$ cat src/hdl/dbq_pkg.sv
// ----------------------------------------------------------------------------
// dbq_pkg
// Shared types and codes for the bounded deque with indexed insert.
// ----------------------------------------------------------------------------
`default_nettype none

package dbq_pkg;

   typedef enum logic [2:0] {
      OP_PUSH_BACK  = 3'd0,
      OP_PUSH_FRONT = 3'd1,
      OP_POP_FRONT  = 3'd2,
      OP_POP_BACK   = 3'd3,
      OP_READ       = 3'd4,
      OP_INSERT     = 3'd5,
      OP_CLEAR      = 3'd6,
      OP_NOP        = 3'd7
   } opcode_type;

   typedef enum logic [1:0] {
      ST_OK    = 2'd0,
      ST_FULL  = 2'd1,
      ST_EMPTY = 2'd2
   } status_type;

   typedef struct packed {
      logic [2:0]         operation;
      logic [4:0]         position;
      logic signed [31:0] value;
   } req_word_type;

   typedef struct packed {
      logic signed [31:0] data_out;
      logic [1:0]         status;
      logic [4:0]         count;
   } rsp_word_type;

endpackage

`default_nettype wire

$ cat src/hdl/dbq_ram.sv
// ----------------------------------------------------------------------------
// dbq_ram
// Entry store: one write port, one read port with registered read data.
// ----------------------------------------------------------------------------
`default_nettype none

module dbq_ram #(
   parameter int DEPTH      = 16,
   parameter int DATA_WIDTH = 32
) (
   input  wire logic                     clock,
   input  wire logic                     wr_en,
   input  wire logic [$clog2(DEPTH)-1:0] wr_addr,
   input  wire logic [DATA_WIDTH-1:0]    wr_data,
   input  wire logic                     rd_en,
   input  wire logic [$clog2(DEPTH)-1:0] rd_addr,
   output logic      [DATA_WIDTH-1:0]    rd_data
);

   logic [DATA_WIDTH-1:0] mem [DEPTH];

   always_ff @(posedge clock) begin
      if (wr_en) begin
         mem[wr_addr] <= wr_data;
      end
      if (rd_en) begin
         rd_data <= mem[rd_addr];
      end
   end

endmodule

`default_nettype wire

$ cat src/hdl/dbq_slot.sv
// ----------------------------------------------------------------------------
// dbq_slot
// Ring address unit: slot = (front + offset) mod DEPTH.
// ----------------------------------------------------------------------------
`default_nettype none

module dbq_slot #(
   parameter int DEPTH = 16
) (
   input  wire logic [$clog2(DEPTH)-1:0] front,
   input  wire logic [$clog2(DEPTH)-1:0] offset,
   output logic      [$clog2(DEPTH)-1:0] slot
);

   localparam int AW = $clog2(DEPTH);

   logic [AW:0] sum;

   always_comb begin
      sum = {1'b0, front} + {1'b0, offset};
      if (sum >= (AW+1)'(DEPTH)) begin
         slot = AW'(sum - (AW+1)'(DEPTH));
      end else begin
         slot = sum[AW-1:0];
      end
   end

endmodule

`default_nettype wire

$ cat src/hdl/dbq_ctrl.sv
// ----------------------------------------------------------------------------
// dbq_ctrl
// Sequencer: decodes one operation, drives the ring address unit and the
// store, shifts entries one per cycle for insert, and holds the output word.
// ----------------------------------------------------------------------------
`default_nettype none

module dbq_ctrl #(
   parameter int DEPTH      = 16,
   parameter int DATA_WIDTH = 32
) (
   input  wire logic                          clock,
   input  wire logic                          reset,
   input  wire logic                          req_valid,
   output logic                               req_ready,
   input  wire dbq_pkg::req_word_type         req_word,
   output logic                               rsp_valid,
   input  wire logic                          rsp_ready,
   output dbq_pkg::rsp_word_type              rsp_word,
   output logic [$clog2(DEPTH)-1:0]           slot_front,
   output logic [$clog2(DEPTH)-1:0]           slot_offset,
   input  wire logic [$clog2(DEPTH)-1:0]      slot,
   output logic                               wr_en,
   output logic [$clog2(DEPTH)-1:0]           wr_addr,
   output logic [DATA_WIDTH-1:0]              wr_data,
   output logic                               rd_en,
   output logic [$clog2(DEPTH)-1:0]           rd_addr,
   input  wire logic [DATA_WIDTH-1:0]         rd_data,
   output logic [$clog2(DEPTH+1)-1:0]         occupancy
);

   import dbq_pkg::*;

   localparam int AW = $clog2(DEPTH);
   localparam int CW = $clog2(DEPTH + 1);
   localparam int PW = (CW > 5) ? CW : 5;

   typedef enum logic [2:0] {
      S_IDLE,
      S_EXEC,
      S_RDWAIT,
      S_SHIFT,
      S_DRAIN,
      S_INS,
      S_FINISH
   } state_type;

   state_type             state_ff, state_in;
   opcode_type            op_ff, op_in;
   logic [4:0]            pos_ff, pos_in;
   logic [31:0]           val_ff, val_in;
   logic [AW-1:0]         front_ff, front_in;
   logic [CW-1:0]         count_ff, count_in;
   logic [AW-1:0]         k_ff, k_in;
   logic [AW-1:0]         dst_ff, dst_in;
   logic [AW-1:0]         pend_dst_ff, pend_dst_in;
   logic                  pend_ff, pend_in;
   logic [31:0]           res_data_ff, res_data_in;
   status_type            res_status_ff, res_status_in;
   logic                  rsp_valid_ff, rsp_valid_in;
   rsp_word_type          rsp_word_ff, rsp_word_in;

   logic                  full;
   logic                  empty;
   logic [PW-1:0]         pos_w;
   logic [PW-1:0]         count_w;
   logic [DATA_WIDTH-1:0] val_st;
   logic [31:0]           rd_word;

   assign full       = (count_ff == CW'(DEPTH));
   assign empty      = (count_ff == '0);
   assign pos_w      = PW'(pos_ff);
   assign count_w    = PW'(count_ff);
   assign val_st     = DATA_WIDTH'({32'd0, val_ff});
   assign rd_word    = 32'(rd_data);
   assign slot_front = front_ff;
   assign req_ready  = (state_ff == S_IDLE);
   assign rsp_valid  = rsp_valid_ff;
   assign rsp_word   = rsp_word_ff;
   assign occupancy  = count_ff;
   assign rd_addr    = slot;

   always_comb begin
      state_in      = state_ff;
      op_in         = op_ff;
      pos_in        = pos_ff;
      val_in        = val_ff;
      front_in      = front_ff;
      count_in      = count_ff;
      k_in          = k_ff;
      dst_in        = dst_ff;
      pend_dst_in   = pend_dst_ff;
      pend_in       = pend_ff;
      res_data_in   = res_data_ff;
      res_status_in = res_status_ff;
      rsp_valid_in  = rsp_valid_ff;
      rsp_word_in   = rsp_word_ff;
      slot_offset   = '0;
      wr_en         = 1'b0;
      wr_addr       = slot;
      wr_data       = val_st;
      rd_en         = 1'b0;

      if (rsp_valid_ff && rsp_ready) begin
         rsp_valid_in = 1'b0;
      end

      case (state_ff)
         S_IDLE: begin
            if (req_valid) begin
               op_in         = opcode_type'(req_word.operation);
               pos_in        = req_word.position;
               val_in        = req_word.value;
               res_data_in   = '0;
               res_status_in = ST_OK;
               state_in      = S_EXEC;
            end
         end
         S_EXEC: begin
            state_in = S_FINISH;
            case (op_ff)
               OP_PUSH_BACK: begin
                  slot_offset = AW'(count_ff);
                  if (full) begin
                     res_status_in = ST_FULL;
                  end else begin
                     wr_en    = 1'b1;
                     count_in = count_ff + CW'(1);
                  end
               end
               OP_PUSH_FRONT: begin
                  slot_offset = AW'(DEPTH - 1);
                  if (full) begin
                     res_status_in = ST_FULL;
                  end else begin
                     wr_en    = 1'b1;
                     front_in = slot;
                     count_in = count_ff + CW'(1);
                  end
               end
               OP_POP_FRONT: begin
                  slot_offset = '0;
                  if (empty) begin
                     res_status_in = ST_EMPTY;
                  end else begin
                     rd_en    = 1'b1;
                     state_in = S_RDWAIT;
                  end
               end
               OP_POP_BACK: begin
                  slot_offset = AW'(count_ff - CW'(1));
                  if (empty) begin
                     res_status_in = ST_EMPTY;
                  end else begin
                     rd_en    = 1'b1;
                     count_in = count_ff - CW'(1);
                     state_in = S_RDWAIT;
                  end
               end
               OP_READ: begin
                  slot_offset = AW'(pos_ff);
                  if (pos_w >= count_w) begin
                     res_status_in = ST_EMPTY;
                  end else begin
                     rd_en    = 1'b1;
                     state_in = S_RDWAIT;
                  end
               end
               OP_INSERT: begin
                  slot_offset = AW'(count_ff);
                  if (full) begin
                     res_status_in = ST_FULL;
                  end else if (pos_w > count_w) begin
                     res_status_in = ST_EMPTY;
                  end else begin
                     dst_in   = slot;
                     k_in     = AW'(count_ff - CW'(1));
                     pend_in  = 1'b0;
                     state_in = (pos_w == count_w) ? S_INS : S_SHIFT;
                  end
               end
               OP_CLEAR: begin
                  front_in = '0;
                  count_in = '0;
               end
               default: begin
               end
            endcase
         end
         S_RDWAIT: begin
            slot_offset = AW'(1);
            res_data_in = rd_word;
            if (op_ff == OP_POP_FRONT) begin
               front_in = slot;
               count_in = count_ff - CW'(1);
            end
            state_in = S_FINISH;
         end
         S_SHIFT: begin
            // read slot k while the word read last cycle lands one slot back
            slot_offset = k_ff;
            rd_en       = 1'b1;
            wr_en       = pend_ff;
            wr_addr     = pend_dst_ff;
            wr_data     = rd_data;
            pend_dst_in = dst_ff;
            dst_in      = slot;
            pend_in     = 1'b1;
            k_in        = k_ff - AW'(1);
            if (k_ff == AW'(pos_ff)) begin
               state_in = S_DRAIN;
            end
         end
         S_DRAIN: begin
            wr_en    = 1'b1;
            wr_addr  = pend_dst_ff;
            wr_data  = rd_data;
            state_in = S_INS;
         end
         S_INS: begin
            wr_en    = 1'b1;
            wr_addr  = dst_ff;
            wr_data  = val_st;
            count_in = count_ff + CW'(1);
            state_in = S_FINISH;
         end
         S_FINISH: begin
            if (!rsp_valid_ff || rsp_ready) begin
               rsp_valid_in         = 1'b1;
               rsp_word_in.data_out = res_data_ff;
               rsp_word_in.status   = res_status_ff;
               rsp_word_in.count    = 5'(count_ff);
               state_in             = S_IDLE;
            end
         end
         default: begin
            state_in = S_IDLE;
         end
      endcase
   end

   always_ff @(posedge clock) begin
      if (reset) begin
         state_ff     <= S_IDLE;
         front_ff     <= '0;
         count_ff     <= '0;
         pend_ff      <= 1'b0;
         rsp_valid_ff <= 1'b0;
      end else begin
         state_ff     <= state_in;
         front_ff     <= front_in;
         count_ff     <= count_in;
         pend_ff      <= pend_in;
         rsp_valid_ff <= rsp_valid_in;
      end
      op_ff         <= op_in;
      pos_ff        <= pos_in;
      val_ff        <= val_in;
      k_ff          <= k_in;
      dst_ff        <= dst_in;
      pend_dst_ff   <= pend_dst_in;
      res_data_ff   <= res_data_in;
      res_status_ff <= res_status_in;
      rsp_word_ff   <= rsp_word_in;
   end

endmodule

`default_nettype wire

$ cat src/hdl/bounded_deque_with_indexed_insert_top.sv
// ----------------------------------------------------------------------------
// bounded_deque_with_indexed_insert_top
// Bounded double-ended queue of signed words in a ring, with indexed insert.
//
// A request word (req_valid/req_ready) carries an operation, a position and
// a value; each request yields exactly one response word (rsp_valid/
// rsp_ready) with the data read or popped, a status and the entry count.
// One request is in flight at a time; req_ready is high only while idle.
// Pop and read wait on the registered store read; an insert at position p
// with n entries first shifts the n - p entries from p onward one slot back
// (none when p == n). The response word turns valid in the same cycle that
// req_ready returns high.
// Insert moves one entry per cycle through the store's separate read and
// write ports, with the ring address unit computing one slot per cycle.
// The response sits in an output register; if one is still unaccepted and
// rsp_ready is low, the block holds the finished word and stays busy until
// it can load it. Reset empties the queue, drops any pending response and
// leaves req_ready high; no clearing pass.
// ----------------------------------------------------------------------------
`default_nettype none

module bounded_deque_with_indexed_insert_top #(
   parameter int DEPTH      = 16,
   parameter int DATA_WIDTH = 32
) (
   input  wire logic                  clock,
   input  wire logic                  reset,
   input  wire logic                  req_valid,
   output logic                       req_ready,
   input  wire dbq_pkg::req_word_type req_word,
   output logic                       rsp_valid,
   input  wire logic                  rsp_ready,
   output dbq_pkg::rsp_word_type      rsp_word
);

   import dbq_pkg::*;

   localparam int AW = $clog2(DEPTH);
   localparam int CW = $clog2(DEPTH + 1);

   logic [AW-1:0]         slot_front;
   logic [AW-1:0]         slot_offset;
   logic [AW-1:0]         slot;
   logic                  wr_en;
   logic [AW-1:0]         wr_addr;
   logic [DATA_WIDTH-1:0] wr_data;
   logic                  rd_en;
   logic [AW-1:0]         rd_addr;
   logic [DATA_WIDTH-1:0] rd_data;
   logic [CW-1:0]         occupancy;

   dbq_slot #(
      .DEPTH (DEPTH)
   ) u_slot (
      .front  (slot_front),
      .offset (slot_offset),
      .slot   (slot)
   );

   dbq_ram #(
      .DEPTH      (DEPTH),
      .DATA_WIDTH (DATA_WIDTH)
   ) u_ram (
      .clock   (clock),
      .wr_en   (wr_en),
      .wr_addr (wr_addr),
      .wr_data (wr_data),
      .rd_en   (rd_en),
      .rd_addr (rd_addr),
      .rd_data (rd_data)
   );

   dbq_ctrl #(
      .DEPTH      (DEPTH),
      .DATA_WIDTH (DATA_WIDTH)
   ) u_ctrl (
      .clock       (clock),
      .reset       (reset),
      .req_valid   (req_valid),
      .req_ready   (req_ready),
      .req_word    (req_word),
      .rsp_valid   (rsp_valid),
      .rsp_ready   (rsp_ready),
      .rsp_word    (rsp_word),
      .slot_front  (slot_front),
      .slot_offset (slot_offset),
      .slot        (slot),
      .wr_en       (wr_en),
      .wr_addr     (wr_addr),
      .wr_data     (wr_data),
      .rd_en       (rd_en),
      .rd_addr     (rd_addr),
      .rd_data     (rd_data),
      .occupancy   (occupancy)
   );

   a_busy_after_accept: assert property (
      @(posedge clock) disable iff (reset)
      (req_valid && req_ready) |=> !req_ready
   ) else $error("request accepted while previous one in flight");

   a_occupancy_bound: assert property (
      @(posedge clock) disable iff (reset)
      occupancy <= CW'(DEPTH)
   ) else $error("occupancy exceeds depth");

   a_occupancy_step: assert property (
      @(posedge clock) disable iff (reset)
      (!$past(reset) && !$stable(occupancy)) |->
         (occupancy == $past(occupancy) + CW'(1) ||
          occupancy == $past(occupancy) - CW'(1) ||
          occupancy == '0)
   ) else $error("occupancy changed by more than one entry");

endmodule

`default_nettype wire
$ cat config.mk
export PLATFORM = sky130hd
export DESIGN_NAME = bounded_deque_with_indexed_insert_top
export DESIGN_NICKNAME = d
export VERILOG_FILES = /design/src/hdl/dbq_pkg.sv /design/src/hdl/dbq_ram.sv /design/src/hdl/dbq_slot.sv /design/src/hdl/dbq_ctrl.sv /design/src/hdl/bounded_deque_with_indexed_insert_top.sv
export SDC_FILE = /design/constraint.sdc
export NUM_CORES = 1
export LEC_CHECK = 0
export BUFFER_PORTS_ARGS = -buffer_cell sky130_fd_sc_hd__buf_2
export CORE_UTILIZATION = 55
export DETAILED_ROUTE_END_ITERATION = 10
export GPL_ROUTABILITY_DRIVEN = 0
export PLACE_DENSITY = 0.72
export SLEW_MARGIN = 20
export SYNTH_ARGS = -nofsm -noshare
export SYNTH_HDL_FRONTEND = slang
export SYNTH_SLANG_ARGS = --single-unit
$ cat constraint.sdc
create_clock -name clock -period 7.92 [get_ports clock]
set_clock_uncertainty 0.15 [all_clocks]
set_input_delay 1.584 -clock clock [delete_from_list [all_inputs] [get_ports clock]]
set_output_delay 1.584 -clock clock [all_outputs]
set_load 0.03 [all_outputs]
==> metrics.txt <==
ys async rst share 0%; Die Wd 223 um; Tot Pwr 10.9 mW; FILL cells about 3200; DIE AREA 0.0496 sq mm; CTS tree done; setup slack, reg-to-reg 2430 ps; initial core utilization 55.9%; row cnt 80; switching power total around 3.2 mW; WL/cell 24.5 um; Antenna diodes 0; clock latency on the worst-skew pair around 600 ps; worst path bufs/invs 2; Clock transition at path regs ~60 ps; first-pass GRT wire length about 80000 um; cts bufs inserted 69; post-route cell area 0.0302 sq mm; startpoint class of the critical path flop; PortBufs 84; synth top area cells edfxtp_1 (75%), mux4_2 (11%), nand3_1 (2.0%), mux2_2 (1.4%), nand2_1 (1.2%); first-iteration detailed-routing DRC count 1339; placed instance count 2048; Hold Buf Count CTS 0; logic gate share of total power roughly a quarter; dpl ws between 2000 and 2500 ps; status completed; CP Capture Type flop; most common cell in the netlist edfxtp_1; Synth top cells by count edfxtp_1 (669), mux4_2 (128), nand3_1 (106); Largest stage delay, worst path 930 ps; FMAX roughly 0.18 GHz; Sw Share 29.6%; # IOs 85; clock share of power between 20% and 30%; Post-CTS Setup Bufs 0; Int Power 7.69 mW; Seq pwr share 46.2%; synthesis-stage register bit count 683; critical path arrival 5550 ps; Synth area leader edfxtp_1; final setup fails 0; ANT nets after route 0; CP Max Fanout 66; Slew Viols, Final 0; Syn Area/Cell 19.0 sq um; gr ovfl total 0; Total Wirelength roughly 53000 um; final hold slack 267 ps; area of the core 0.0479 sq mm; hold crit path type reg2reg; Seq/Total Area, Yosys roughly three quarters; PwrDens 361 mW/mm^2; LEAKAGE 9.73 nW; Die H 223 um; drt pass-1 iters 5; post_cts resized 0; Post-Synthesis Cells 1408; share of cells above drive strength 1 25.7%; Clock Tree Buf Depth 3; Placed Area 0.0280 sq mm; RSZ-0062 raised after global routing no; maximum number of pins on one net before global-route repair between 60 and 70; number of global-route vias before repair 13500; area grow syn2layout 12.7%; initial antenna violation count 0; worst path required time ~8000 ps; Slew headroom 23.7%; Total Routing Usage GR 22.2%; Post-synth EDFFs 669; critical-path cell list nor2b_1 -> nor2_1 -> a21oi_1 -> o22ai_1 -> nand2_1 -> a21oi_1 -> ha_4 -> fa_4 -> xnor2_2 -> inv_2 -> buf_4 -> a211oi_1 -> a221o_1 -> nor2b_1 -> and3_2; Via density slightly above 6; nets 1567; syn nets roughly 1500; critical path type reg2reg; peak supply drop 0.000185 V; maxcap violations 0; library cells used by synthesis 63; share of the synthesized area in the top cell type 74.9%; # clock sinks 683; final period utilization between 60% and 70%; clk root buf clkbuf_16; HPWL Detailed around 30000 um; drt drc 0; Setup TNS 0 ps; fin crit period 5490 ps; synthesized cell area 0.0268 sq mm; DR vias about 13000; yosys warns 0; fin cells 2177; Crit-path slowest cell and3_2; fin util 63.0%; final worst setup slack 2430 ps; hold violation total from the final report 0; CP top delay family simple AND/OR/NAND/NOR gates; Least-Margin Pin Slew 1140 ps; Top FF cell, synth edfxtp_1; CTS H-tree depth 3
## power by group through the flow
stage / clock (mW) / sequential, mW / combinational, mW
global route: 3.21 / 5.08 / 3.12
global placement: 0 / 5.10 / 2.80
finish: 3.01 / 5.04 / 2.86
CTS: 3.08 / 5.05 / 2.89
floorplan: 0 / 5.05 / 2.08
detailed placement: 0 / 5.12 / 2.88
## area by class of cell
cell class	instances	area, sq um	share of cell area, %
Sequential cell	683	20400	67.4
Clock buffer	86	1840	6.10
Inverter	16	60.1	0.199
Multi-Input combinational cell	633	6190	20.5
Clock inverter	36	245	0.812
Timing Repair Buffer	108	738	2.44
Tap cell	615	769	2.55
## metal layers
metal / up-vias / share of wire (%) / GRT usage [%]
li1: 5877 / - / -
met1: 6906 / 42 / 30.9
met2: 484 / 49 / 35.3
met3: 93 / 6.5 / 3.86
met4: 0 / 2.8 / 8.65
met5: - / 0 / 0
## worst register-to-register path, cell delays in order, from the launching register on
cell	delay, ps
edfxtp_1	580
nor2b_1	510
nor2_1	130
a21oi_1	180
o22ai_1	110
nand2_1	100
a21oi_1	100
ha_4	200
fa_4	480
xnor2_2	160
inv_2	50
buf_4	620
a211oi_1	140
a221o_1	360
nor2b_1	270
and3_2	940
## flip-flops by register name, indices dropped and copies added, names as in the netlist
register and cells:
u_ctrl.k_ff 4, u_ctrl.rsp_word 39, u_ctrl.rsp_valid 1, u_ctrl.dst_ff 4, u_ctrl.state_ff 3, u_ram.mem 512
u_ctrl.pend_ff 1, u_ram.rd_data 32, u_ctrl.occupancy 5, u_ctrl.res_status_ff 2, u_ctrl.res_data_ff 32, u_ctrl.slot_front 4
u_ctrl.op_ff 3, u_ctrl.pos_ff 5, u_ctrl.val_ff 32, u_ctrl.pend_dst_ff 4
## path summary, 6_finish.rpt
| check | startpoint | to | cells after the start |
|---|---|---|---|
| max | u_ctrl.op_ff[2] | u_ram.mem[4][18] | 15 |
| min | u_ctrl.res_data_ff[17] | u_ctrl.rsp_word[24] | 0 |
| max reg2reg | u_ctrl.op_ff[2] | u_ram.mem[4][18] | 15 |
| min reg2reg | u_ctrl.res_data_ff[17] | u_ctrl.rsp_word[24] | 0 |
## logic make-up (layout without fill, tap and decap cells)
| group | Yosys count | after routing | synth area share [%] |
|---|---|---|---|
| compound gates | 125 | 125 | 3.32 |
| xor+xnor | 10 | 10 | 0.327 |
| fa+ha+maj | 12 | 12 | 0.588 |
| buf+inv | 92 | 246 | 1.56 |
| flops | 683 | 683 | 76.0 |
| mux | 167 | 167 | 12.4 |
| simple gates | 319 | 319 | 5.88 |
## layout by cell type, fill, tap and decap left out, types with 25 or more instances in the layout
| master | netlist | routed |
|---|---|---|
| a21o_1 | 34 | 34 |
| a21oi_1 | 26 | 25 |
| and2_1 | 35 | 35 |
| buf_2 | 22 | 84 |
| clkbuf_16 | 0 | 71 |
| edfxtp_1 | 669 | 669 |
| mux2_2 | 33 | 33 |
| mux4_2 | 128 | 128 |
| nand2_1 | 86 | 86 |
| nand3_1 | 106 | 106 |
| nor2_1 | 42 | 30 |
No activity file was read; power rests on OpenSTA's default activity.
